<file path="src/design/ssi_aar_pkg.sv">
// ----------------------------------------------------------------------------
// ssi_aar_pkg
// Shared types and constants of the SSI absolute angle reader.
// ----------------------------------------------------------------------------
package ssi_aar_pkg;

  // configuration register widths
  localparam int unsigned OffsetW = 12;
  localparam int unsigned DelayW  = 16;
  localparam int unsigned PeriodW = 24;
  localparam int unsigned CfgIdxW = 2;
  localparam int unsigned CfgW    = 24;

  // remaining-bit counter width, holds up to 15
  localparam int unsigned BitsW   = 4;

  // input transaction: data_line in bit 0, padded to a byte
  localparam int unsigned InTdataW = 8;

  // configuration register indexes
  typedef enum logic [CfgIdxW-1:0] {
    CFG_OFFSET = 2'd0,
    CFG_DELAY  = 2'd1,
    CFG_PERIOD = 2'd2
  } cfg_idx_e;

  // read sequencer phases, one-hot
  typedef enum logic [4:0] {
    PH_IDLE    = 5'b00001,
    PH_CSWAIT  = 5'b00010,
    PH_CLKLOW  = 5'b00100,
    PH_CLKHIGH = 5'b01000,
    PH_DONE    = 5'b10000
  } phase_e;

  // pin levels and update flag after one tick
  typedef struct packed {
    logic cs;
    logic sclk;
    logic valid;
  } pins_t;

endpackage

</file>
<file path="src/design/ssi_absolute_angle_reader.sv">
// ----------------------------------------------------------------------------
// ssi_absolute_angle_reader
// Bit-banged SSI read of an absolute angle encoder, one timebase tick per
// input transaction, one result transaction per tick.
// ----------------------------------------------------------------------------
// Each input transaction is one timebase tick carrying the sampled encoder
// data pin; each produces exactly one output transaction with the chip select
// and clock pin levels, the update flag, the offset-corrected angle and the
// last raw reading. The block takes one transaction every clock cycle
// while the result stream is not stalled; a transaction passes through the
// input register and then the result register, and the sequencer advances
// one tick as it moves from the first to the second. A stalled result holds
// the input register, which then holds the input side.
// Configuration registers are written through the cfg port; the offset
// applies to every result computed after the write.
// ----------------------------------------------------------------------------
module ssi_absolute_angle_reader #(
  parameter int unsigned ANGLE_BITS = 12,
  localparam int unsigned OutFieldsW = 2 * ANGLE_BITS + 4,
  localparam int unsigned OutTdataW  = ((OutFieldsW + 7) / 8) * 8
) (
  input  logic                                  clk_i,
  input  logic                                  rst_ni,
  // configuration write port
  input  logic                                  cfg_we_i,
  input  logic [ssi_aar_pkg::CfgIdxW-1:0]       cfg_idx_i,
  input  logic [ssi_aar_pkg::CfgW-1:0]          cfg_wdata_i,
  // tick stream in
  input  logic                                  s_axis_tvalid,
  output logic                                  s_axis_tready,
  input  logic [ssi_aar_pkg::InTdataW-1:0]      s_axis_tdata,  // data_line
  // result stream out
  output logic                                  m_axis_tvalid,
  input  logic                                  m_axis_tready,
  // sel_n, serial_clock, angle_valid, angle, raw_count
  output logic [OutTdataW-1:0]                  m_axis_tdata
);

  logic signed [ssi_aar_pkg::OffsetW-1:0] offset_q;
  logic [ssi_aar_pkg::DelayW-1:0]         delay_q;
  logic [ssi_aar_pkg::PeriodW-1:0]        period_q;

  logic                                   in_valid_q;
  logic                                   data_q;
  logic                                   out_valid_q;
  logic [OutFieldsW-1:0]                  out_q;
  logic                                   advance;

  ssi_aar_pkg::pins_t                     pins;
  logic [ANGLE_BITS-1:0]                  raw;
  logic signed [ANGLE_BITS:0]             angle;

  // configuration registers
  always_ff @(posedge clk_i or negedge rst_ni) begin
    if (!rst_ni) begin
      offset_q <= '0;
      delay_q  <= ssi_aar_pkg::DelayW'(25);
      period_q <= ssi_aar_pkg::PeriodW'(500000);
    end else if (cfg_we_i) begin
      unique case (cfg_idx_i)
        ssi_aar_pkg::CFG_OFFSET: offset_q <= cfg_wdata_i[ssi_aar_pkg::OffsetW-1:0];
        ssi_aar_pkg::CFG_DELAY:  delay_q  <= cfg_wdata_i[ssi_aar_pkg::DelayW-1:0];
        ssi_aar_pkg::CFG_PERIOD: period_q <= cfg_wdata_i[ssi_aar_pkg::PeriodW-1:0];
        default: ;
      endcase
    end
  end

  // handshake: the tick moves on when the result register is free or drains
  assign advance       = in_valid_q && (!out_valid_q || m_axis_tready);
  assign s_axis_tready = !in_valid_q || advance;

  // input register
  always_ff @(posedge clk_i or negedge rst_ni) begin
    if (!rst_ni) begin
      in_valid_q <= 1'b0;
    end else if (s_axis_tvalid && s_axis_tready) begin
      in_valid_q <= 1'b1;
    end else if (advance) begin
      in_valid_q <= 1'b0;
    end
  end

  always_ff @(posedge clk_i) begin
    if (s_axis_tvalid && s_axis_tready) begin
      data_q <= s_axis_tdata[0];
    end
  end

  // read sequencer
  ssi_aar_ctrl #(
    .ANGLE_BITS(ANGLE_BITS)
  ) u_ctrl (
    .clk_i         (clk_i),
    .rst_ni        (rst_ni),
    .step_i        (advance),
    .data_i        (data_q),
    .bit_delay_i   (delay_q),
    .poll_period_i (period_q),
    .pins_o        (pins),
    .raw_o         (raw)
  );

  // angle conversion
  ssi_aar_angle #(
    .ANGLE_BITS(ANGLE_BITS)
  ) u_angle (
    .raw_i    (raw),
    .offset_i (offset_q),
    .angle_o  (angle)
  );

  // result register
  always_ff @(posedge clk_i or negedge rst_ni) begin
    if (!rst_ni) begin
      out_valid_q <= 1'b0;
    end else if (advance) begin
      out_valid_q <= 1'b1;
    end else if (m_axis_tready) begin
      out_valid_q <= 1'b0;
    end
  end

  always_ff @(posedge clk_i) begin
    if (advance) begin
      out_q <= {raw, angle, pins.valid, pins.sclk, pins.cs};
    end
  end

  assign m_axis_tvalid = out_valid_q;
  assign m_axis_tdata  = OutTdataW'(out_q);

endmodule

</file>
<file path="src/design/ssi_aar_ctrl.sv">
// ----------------------------------------------------------------------------
// ssi_aar_ctrl
// Read sequencer: poll timer, chip select and clock pin control, bit delay
// counter and MSB-first shift register. Advances one tick per step.
// ----------------------------------------------------------------------------
module ssi_aar_ctrl #(
  parameter int unsigned ANGLE_BITS = 12
) (
  input  logic                             clk_i,
  input  logic                             rst_ni,
  input  logic                             step_i,
  input  logic                             data_i,
  input  logic [ssi_aar_pkg::DelayW-1:0]   bit_delay_i,
  input  logic [ssi_aar_pkg::PeriodW-1:0]  poll_period_i,
  output ssi_aar_pkg::pins_t               pins_o,
  output logic [ANGLE_BITS-1:0]            raw_o
);

  localparam logic [ANGLE_BITS-1:0] RawReset = {1'b1, {(ANGLE_BITS-1){1'b0}}};
  localparam logic [ssi_aar_pkg::BitsW-1:0] BitsInit =
    ssi_aar_pkg::BitsW'(ANGLE_BITS - 1);

  ssi_aar_pkg::phase_e                 phase_q, phase_d;
  logic [ssi_aar_pkg::BitsW-1:0]       bits_q, bits_d;
  logic [ssi_aar_pkg::DelayW-1:0]      delay_q, delay_d;
  logic [ssi_aar_pkg::PeriodW-1:0]     period_q, period_d;
  logic [ANGLE_BITS-1:0]               shift_q, shift_d;
  logic [ANGLE_BITS-1:0]               raw_q, raw_d;
  logic [ssi_aar_pkg::PeriodW:0]       period_inc;
  logic                                start;
  logic                                delay_end;
  logic                                valid;

  // poll timer, restarts when it reaches the period
  always_comb begin
    period_inc = {1'b0, period_q} + 1'b1;
    start      = (period_q == '0);
    if (period_inc >= {1'b0, poll_period_i}) begin
      period_d = '0;
    end else begin
      period_d = period_inc[ssi_aar_pkg::PeriodW-1:0];
    end
  end

  // sequencer next state
  always_comb begin
    phase_d   = phase_q;
    bits_d    = bits_q;
    delay_d   = delay_q;
    shift_d   = shift_q;
    raw_d     = raw_q;
    valid     = 1'b0;
    delay_end = (delay_q <= ssi_aar_pkg::DelayW'(1));
    unique case (phase_q)
      ssi_aar_pkg::PH_CSWAIT: begin
        if (delay_end) begin
          phase_d = ssi_aar_pkg::PH_CLKLOW;
        end else begin
          delay_d = delay_q - 1'b1;
        end
      end
      ssi_aar_pkg::PH_CLKLOW: begin
        phase_d = ssi_aar_pkg::PH_CLKHIGH;
        delay_d = bit_delay_i;
      end
      ssi_aar_pkg::PH_CLKHIGH: begin
        if (delay_end) begin
          shift_d = {shift_q[ANGLE_BITS-2:0], data_i};
          if (bits_q == '0) begin
            phase_d = ssi_aar_pkg::PH_DONE;
          end else begin
            bits_d  = bits_q - 1'b1;
            phase_d = ssi_aar_pkg::PH_CLKLOW;
          end
        end else begin
          delay_d = delay_q - 1'b1;
        end
      end
      ssi_aar_pkg::PH_DONE: begin
        raw_d   = shift_q;
        valid   = 1'b1;
        phase_d = ssi_aar_pkg::PH_IDLE;
      end
      default: begin
        phase_d = ssi_aar_pkg::PH_IDLE;
        if (start) begin
          phase_d = ssi_aar_pkg::PH_CSWAIT;
          delay_d = bit_delay_i;
          bits_d  = BitsInit;
          shift_d = '0;
        end
      end
    endcase
  end

  // state registers
  always_ff @(posedge clk_i or negedge rst_ni) begin
    if (!rst_ni) begin
      phase_q  <= ssi_aar_pkg::PH_IDLE;
      bits_q   <= '0;
      delay_q  <= '0;
      period_q <= '0;
      shift_q  <= '0;
      raw_q    <= RawReset;
    end else if (step_i) begin
      phase_q  <= phase_d;
      bits_q   <= bits_d;
      delay_q  <= delay_d;
      period_q <= period_d;
      shift_q  <= shift_d;
      raw_q    <= raw_d;
    end
  end

  // pin levels after this tick
  assign pins_o.cs    = (phase_d == ssi_aar_pkg::PH_IDLE);
  assign pins_o.sclk  = (phase_d != ssi_aar_pkg::PH_CLKLOW);
  assign pins_o.valid = valid;
  assign raw_o        = raw_d;

  // a low clock tick is always followed by the high hold
  a_low_then_high: assert property (@(posedge clk_i) disable iff (!rst_ni)
    step_i && phase_q == ssi_aar_pkg::PH_CLKLOW |=> phase_q == ssi_aar_pkg::PH_CLKHIGH)
    else $error("clock low phase not followed by high phase");

  // the angle only updates when a read finishes
  a_valid_done: assert property (@(posedge clk_i) disable iff (!rst_ni)
    valid |-> step_i || phase_q == ssi_aar_pkg::PH_DONE)
    else $error("angle update outside of read completion");

  // raw reading only changes on a completed read
  a_raw_hold: assert property (@(posedge clk_i) disable iff (!rst_ni)
    !(step_i && phase_q == ssi_aar_pkg::PH_DONE) |=> $stable(raw_q))
    else $error("raw reading changed without a completed read");

  // bit counter stays within the word
  a_bits_range: assert property (@(posedge clk_i) disable iff (!rst_ni)
    bits_q <= BitsInit)
    else $error("bit counter out of range");

endmodule

</file>
<file path="src/design/ssi_aar_angle.sv">
// ----------------------------------------------------------------------------
// ssi_aar_angle
// Converts the raw reading to a signed angle, subtracts the zero offset and
// wraps the result once into the half-turn range.
// ----------------------------------------------------------------------------
module ssi_aar_angle #(
  parameter int unsigned ANGLE_BITS = 12
) (
  input  logic [ANGLE_BITS-1:0]                   raw_i,
  input  logic signed [ssi_aar_pkg::OffsetW-1:0]  offset_i,
  output logic signed [ANGLE_BITS:0]              angle_o
);

  localparam int unsigned BaseW = (ANGLE_BITS > ssi_aar_pkg::OffsetW) ?
                                  ANGLE_BITS : ssi_aar_pkg::OffsetW;
  localparam int unsigned WorkW = BaseW + 2;
  localparam logic signed [WorkW-1:0] Half = WorkW'(1) <<< (ANGLE_BITS - 1);
  localparam logic signed [WorkW-1:0] Full = WorkW'(1) <<< ANGLE_BITS;

  logic signed [ANGLE_BITS-1:0] held;
  logic signed [WorkW-1:0]      adj;
  logic signed [WorkW-1:0]      wrapped;

  // raw minus half scale is the raw word with its top bit flipped
  assign held = {~raw_i[ANGLE_BITS-1], raw_i[ANGLE_BITS-2:0]};

  // offset correction and single wrap
  always_comb begin
    adj     = WorkW'(held) - WorkW'(offset_i);
    wrapped = adj;
    if (adj < -Half) begin
      wrapped = adj + Full;
    end else if (adj > Half) begin
      wrapped = adj - Full;
    end
  end

  assign angle_o = wrapped[ANGLE_BITS:0];

endmodule

</file>
<file path="config.mk">
export PLATFORM = sky130hd
export DESIGN_NAME = ssi_absolute_angle_reader
export DESIGN_NICKNAME = d
export VERILOG_FILES = /design/src/design/ssi_aar_pkg.sv /design/src/design/ssi_absolute_angle_reader.sv /design/src/design/ssi_aar_ctrl.sv /design/src/design/ssi_aar_angle.sv
export SDC_FILE = /design/constraint.sdc
export NUM_CORES = 1
export LEC_CHECK = 0
export BUFFER_PORTS_ARGS = -buffer_cell sky130_fd_sc_hd__buf_2
export CAP_MARGIN = 25
export CORE_MARGIN = 8
export CORE_UTILIZATION = 54
export DETAILED_ROUTE_END_ITERATION = 8
export GPL_TIMING_DRIVEN = 0
export PLACE_DENSITY_LB_ADDON = 0.12
export SLEW_MARGIN = 5
export SYNTH_ARGS = -nofsm -noshare
export SYNTH_HDL_FRONTEND = slang
export SYNTH_SLANG_ARGS = --single-unit
</file>
<file path="constraint.sdc">
create_clock -name clk_i -period 4.4 [get_ports clk_i]
set_clock_uncertainty 0.15 [all_clocks]
set_input_delay 0.66 -clock clk_i [delete_from_list [all_inputs] [get_ports clk_i]]
set_output_delay 0.66 -clock clk_i [all_outputs]
set_load 0.01 [all_outputs]
</file>
==> summary.txt <==
Global routing
  – Busiest grt layer: met2
  – Grt met3 use: 0.0619
  – Initial antenna violation count: 0
  – GRT met2 Usage: 0.353
  – Vias in the first global route: ~6.4k
  – Largest net degree at the start of global routing: 93
  – Grt total ovfl: 0
  – GR Util All Layers: 0.204
  – GR Util met1: 0.235
  – First-pass GRT wire length: approximately 31000 microns

Timing
  – Fmax: 237 MHz
  – Worst-Margin Slew: around 1.1 ns
  – Final min period: roughly 4.2 ns
  – Setup_tns: 0 ns
  – Ratio of final minimum period to clock period: 0.961
  – RSZ-0062 raised after global routing: no
  – Final Hold Viols: 0
  – Rel. slew slack: 0.251
  – Fin. max-slew vios: 0
  – Worst setup margin: between 0.15 and 0.2 ns
  – Final setup violation count: 0

Layout
  – Most frequent cells in the layout: nand2_1, dfrtp_1, o21ai_0
  – Diodes inserted: 0
  – Most common cell after layout, fill and taps aside: nand2_1
  – Share of cells above drive strength 1: 0.196
  – Final #Nets: around 1000
  – Fillers: approximately 1.2k
  – Area growth from synthesis to layout: 15.8%

Power and ir drop
  – Pwr dens: slightly above 400 mW/mm^2
  – Max VDD drop: about 0.00038 V
  – Leak: ~4.3 nW
  – Overall power: between 3 and 4 mW

Worst setup path
  – Critical path required time: 4.42 ns
  – WP data arrival: 4.24 ns
  – Worst-path maximum fanout: 10
  – Startpoint types: flop
  – Critical path capture point type: flop
  – Setup Crit Path Kind: reg -> reg

Detailed routing
  – Routed wire length: roughly 19000 microns
  – Drt pass-1 iters: 5
  – Antenna Nets Post-Route: 0
  – Via density: 5.67
  – Drt drc: 0
  – DR WL/cell: 17.3 microns
  – Vias: between 6k and 7k
  – Initial DRC count: 421

Placed design
  – PortBufs: 61
  – HPWL after detailed placement: 14100 microns
  – Post-place setup slack: -0.598 ns
  – RD Place Congestion: roughly 0.87

Logic synthesis
  – Synth warnings: 0
  – Number of enable flip-flop cells after synthesis: 29
  – Top post-synthesis cells by area: dfrtp_1, edfxtp_1, mux2_2
  – Post-synth top area cell: dfrtp_1
  – Mapped Avg Cell Area: around 9.9 sq um
  – Async set-or-reset flop fraction in the synthesized netlist: 0.814
  – FF+latch count, synth: around 160
  – Most used DFF post-synth: dfrtp_1
  – Syn Std Cell Area: around 0.008 sq mm
  – Netlist cell types: 64
  – Sequential fraction of the synthesis area: 0.495
  – Mapped Cells: 831
  – Post-synth top area share: 0.351

Floorplan
  – Die X: 139 microns
  – Starting Density: 0.546
  – Num rows: 45
  – Core region area: about 0.015 sq mm
  – I/O pin count: 73
  – DIE AREA: 0.0194 sq mm
  – DIE HEIGHT: around 140 microns

Clock tree
  – H-Tree Depth: 4
  – Clk_lat worst skew: 0.43 ns
  – Max Root-Sink Buffers: 2
  – Root buffer cell: clkbuf_16
  – CTS tree: yes
  – Clock Sinks: between 150 and 200
  – Worst-path clk slew: ~0.070 ns
  – Cts bufs inserted: 17

Status
  – Status: finished, final reports clean

Flow run
  – Max Cap Viol: 0

Min path
  – Worst Hold Class: in -> reg
## metal layers
metal	up-vias	routed length (microns)
li1	3071	-
met1	3040	8150
met2	178	9670
met3	38	1080
met4	0	391
met5	-	0
## cells in the mapped netlist, types with 3 or more instances
| library cell | number |
|---|---|
| a21oi_1 | 38 |
| nor2_1 | 39 |
| a211o_1 | 3 |
| nor4_1 | 11 |
| mux2_2 | 52 |
| buf_4 | 5 |
| o31a_1 | 4 |
| o21a_1 | 4 |
| dfrtp_1 | 115 |
| o31ai_1 | 6 |
| o211ai_1 | 3 |
| nand2_1 | 132 |
| xor2_1 | 10 |
| clkbuf_1 | 30 |
| dfstp_2 | 12 |
| or3_1 | 12 |
| o21bai_1 | 3 |
| ha_1 | 42 |
| edfxtp_1 | 29 |
| o22ai_1 | 4 |
| a211oi_1 | 3 |
| a21o_1 | 8 |
| nand3b_1 | 5 |
| inv_1 | 59 |
| mux2i_1 | 3 |
| xnor2_1 | 22 |
| nor3_1 | 16 |
| nand3_1 | 24 |
| nor2b_1 | 6 |
| or2_2 | 4 |
| nand2b_1 | 8 |
| o21ai_0 | 74 |
| nand4_1 | 10 |
## kinds of logic after synthesis
| group | synth area share |
|---|---|
| flops | 0.495 |
| buf+inv | 0.0476 |
| mux | 0.0750 |
| simple gates | 0.160 |
| compound gates | 0.121 |
| other cells | 0.000457 |
| fa+ha+maj | 0.0665 |
| xor+xnor | 0.0342 |
## where the power goes
part	switching [mW]	internal, mW
Combinational	0.341	0.258
Sequential	0.0831	1.64
Clock	0.579	1.02
Total	1.00	2.92
## through the flow
step / cell area [sq um] / instances / hold WS [ns] / utilization
2_1_floorplan: 8220 / 834 / 0.214 / -
3_3_place_gp: 8760 / 1083 / 0.305 / 0.582
3_5_place_dp: 8790 / 1084 / 0.314 / 0.585
4_1_cts: 9480 / 1118 / 0.231 / 0.631
5_1_grt: 9500 / 1116 / 0.240 / 0.632
6_report: 9500 / 1116 / 0.250 / 0.632
## final timing paths
| kind | slack [ns] | start | to | depth (start not counted) |
|---|---|---|---|---|
| setup / recovery | 0.17 | u_ctrl.phase_q[3]$_DFFE_PN0P_ | out_q[15]$_DFFE_PP_ | 14 |
| hold / removal | 0.25 | s_axis_tdata[0] | data_q$_DFFE_PP_ | 1 |
| setup reg to reg | 0.17 | u_ctrl.phase_q[3]$_DFFE_PN0P_ | out_q[15]$_DFFE_PP_ | 14 |
| hold reg to reg | 0.33 | u_ctrl.raw_q[5]$_DFFE_PN0P_ | u_ctrl.raw_q[5]$_DFFE_PN0P_ | 2 |
| max in group asynchronous | 2.75 | rst_ni | period_q[13]$_DFFE_PN1P_ | 3 |
| min in group asynchronous | 0.56 | rst_ni | offset_q[11]$_DFFE_PN0P_ | 2 |
## layout make-up
cell class | count | area, sq um | area share
multi-input cells | 580 | 3800 | 0.400
clock inverters | 11 | 193 | 0.0203
clock buffers | 21 | 450 | 0.0474
plain buffers | 36 | 170 | 0.0179
flip-flops and latches | 156 | 4070 | 0.428
inverters | 59 | 221 | 0.0233
repair buffers | 65 | 364 | 0.0383
well taps | 188 | 235 | 0.0248
## what timing repair did
action	4_1_cts	5_1_grt
endpoints found under the hold margin	32	0
pin swaps	1	2
resized for setup	6	7
setup buffers	1	1
setup endpoints to repair	3	24
gates cloned	0	0
hold buffers	1	0
## sequential cells by signal, indices dropped and copies added, names as in the netlist, 4 cells and up
name and count:
delay_q 16, offset_q 12, out_q 28, period_q 24, u_ctrl.bits_q 4, u_ctrl.delay_q 16, u_ctrl.period_q 24, u_ctrl.phase_q 5
u_ctrl.raw_q 12, u_ctrl.shift_q 12
## critical path: stages, from the launching register on
cell and delay (ns):
dfrtp_1 0.47, or2_2 0.38, nor4b_4 0.36, buf_8 0.20, mux2i_4 0.30, ha_1 0.20, inv_1 0.06, fa_1 0.41
a21oi_2 0.22, o2111ai_1 0.19, a31o_2 0.28, a21o_1 0.22, a211o_1 0.28, a21oi_1 0.16, a31oi_1 0.09
(Power assumes the default switching activity.)
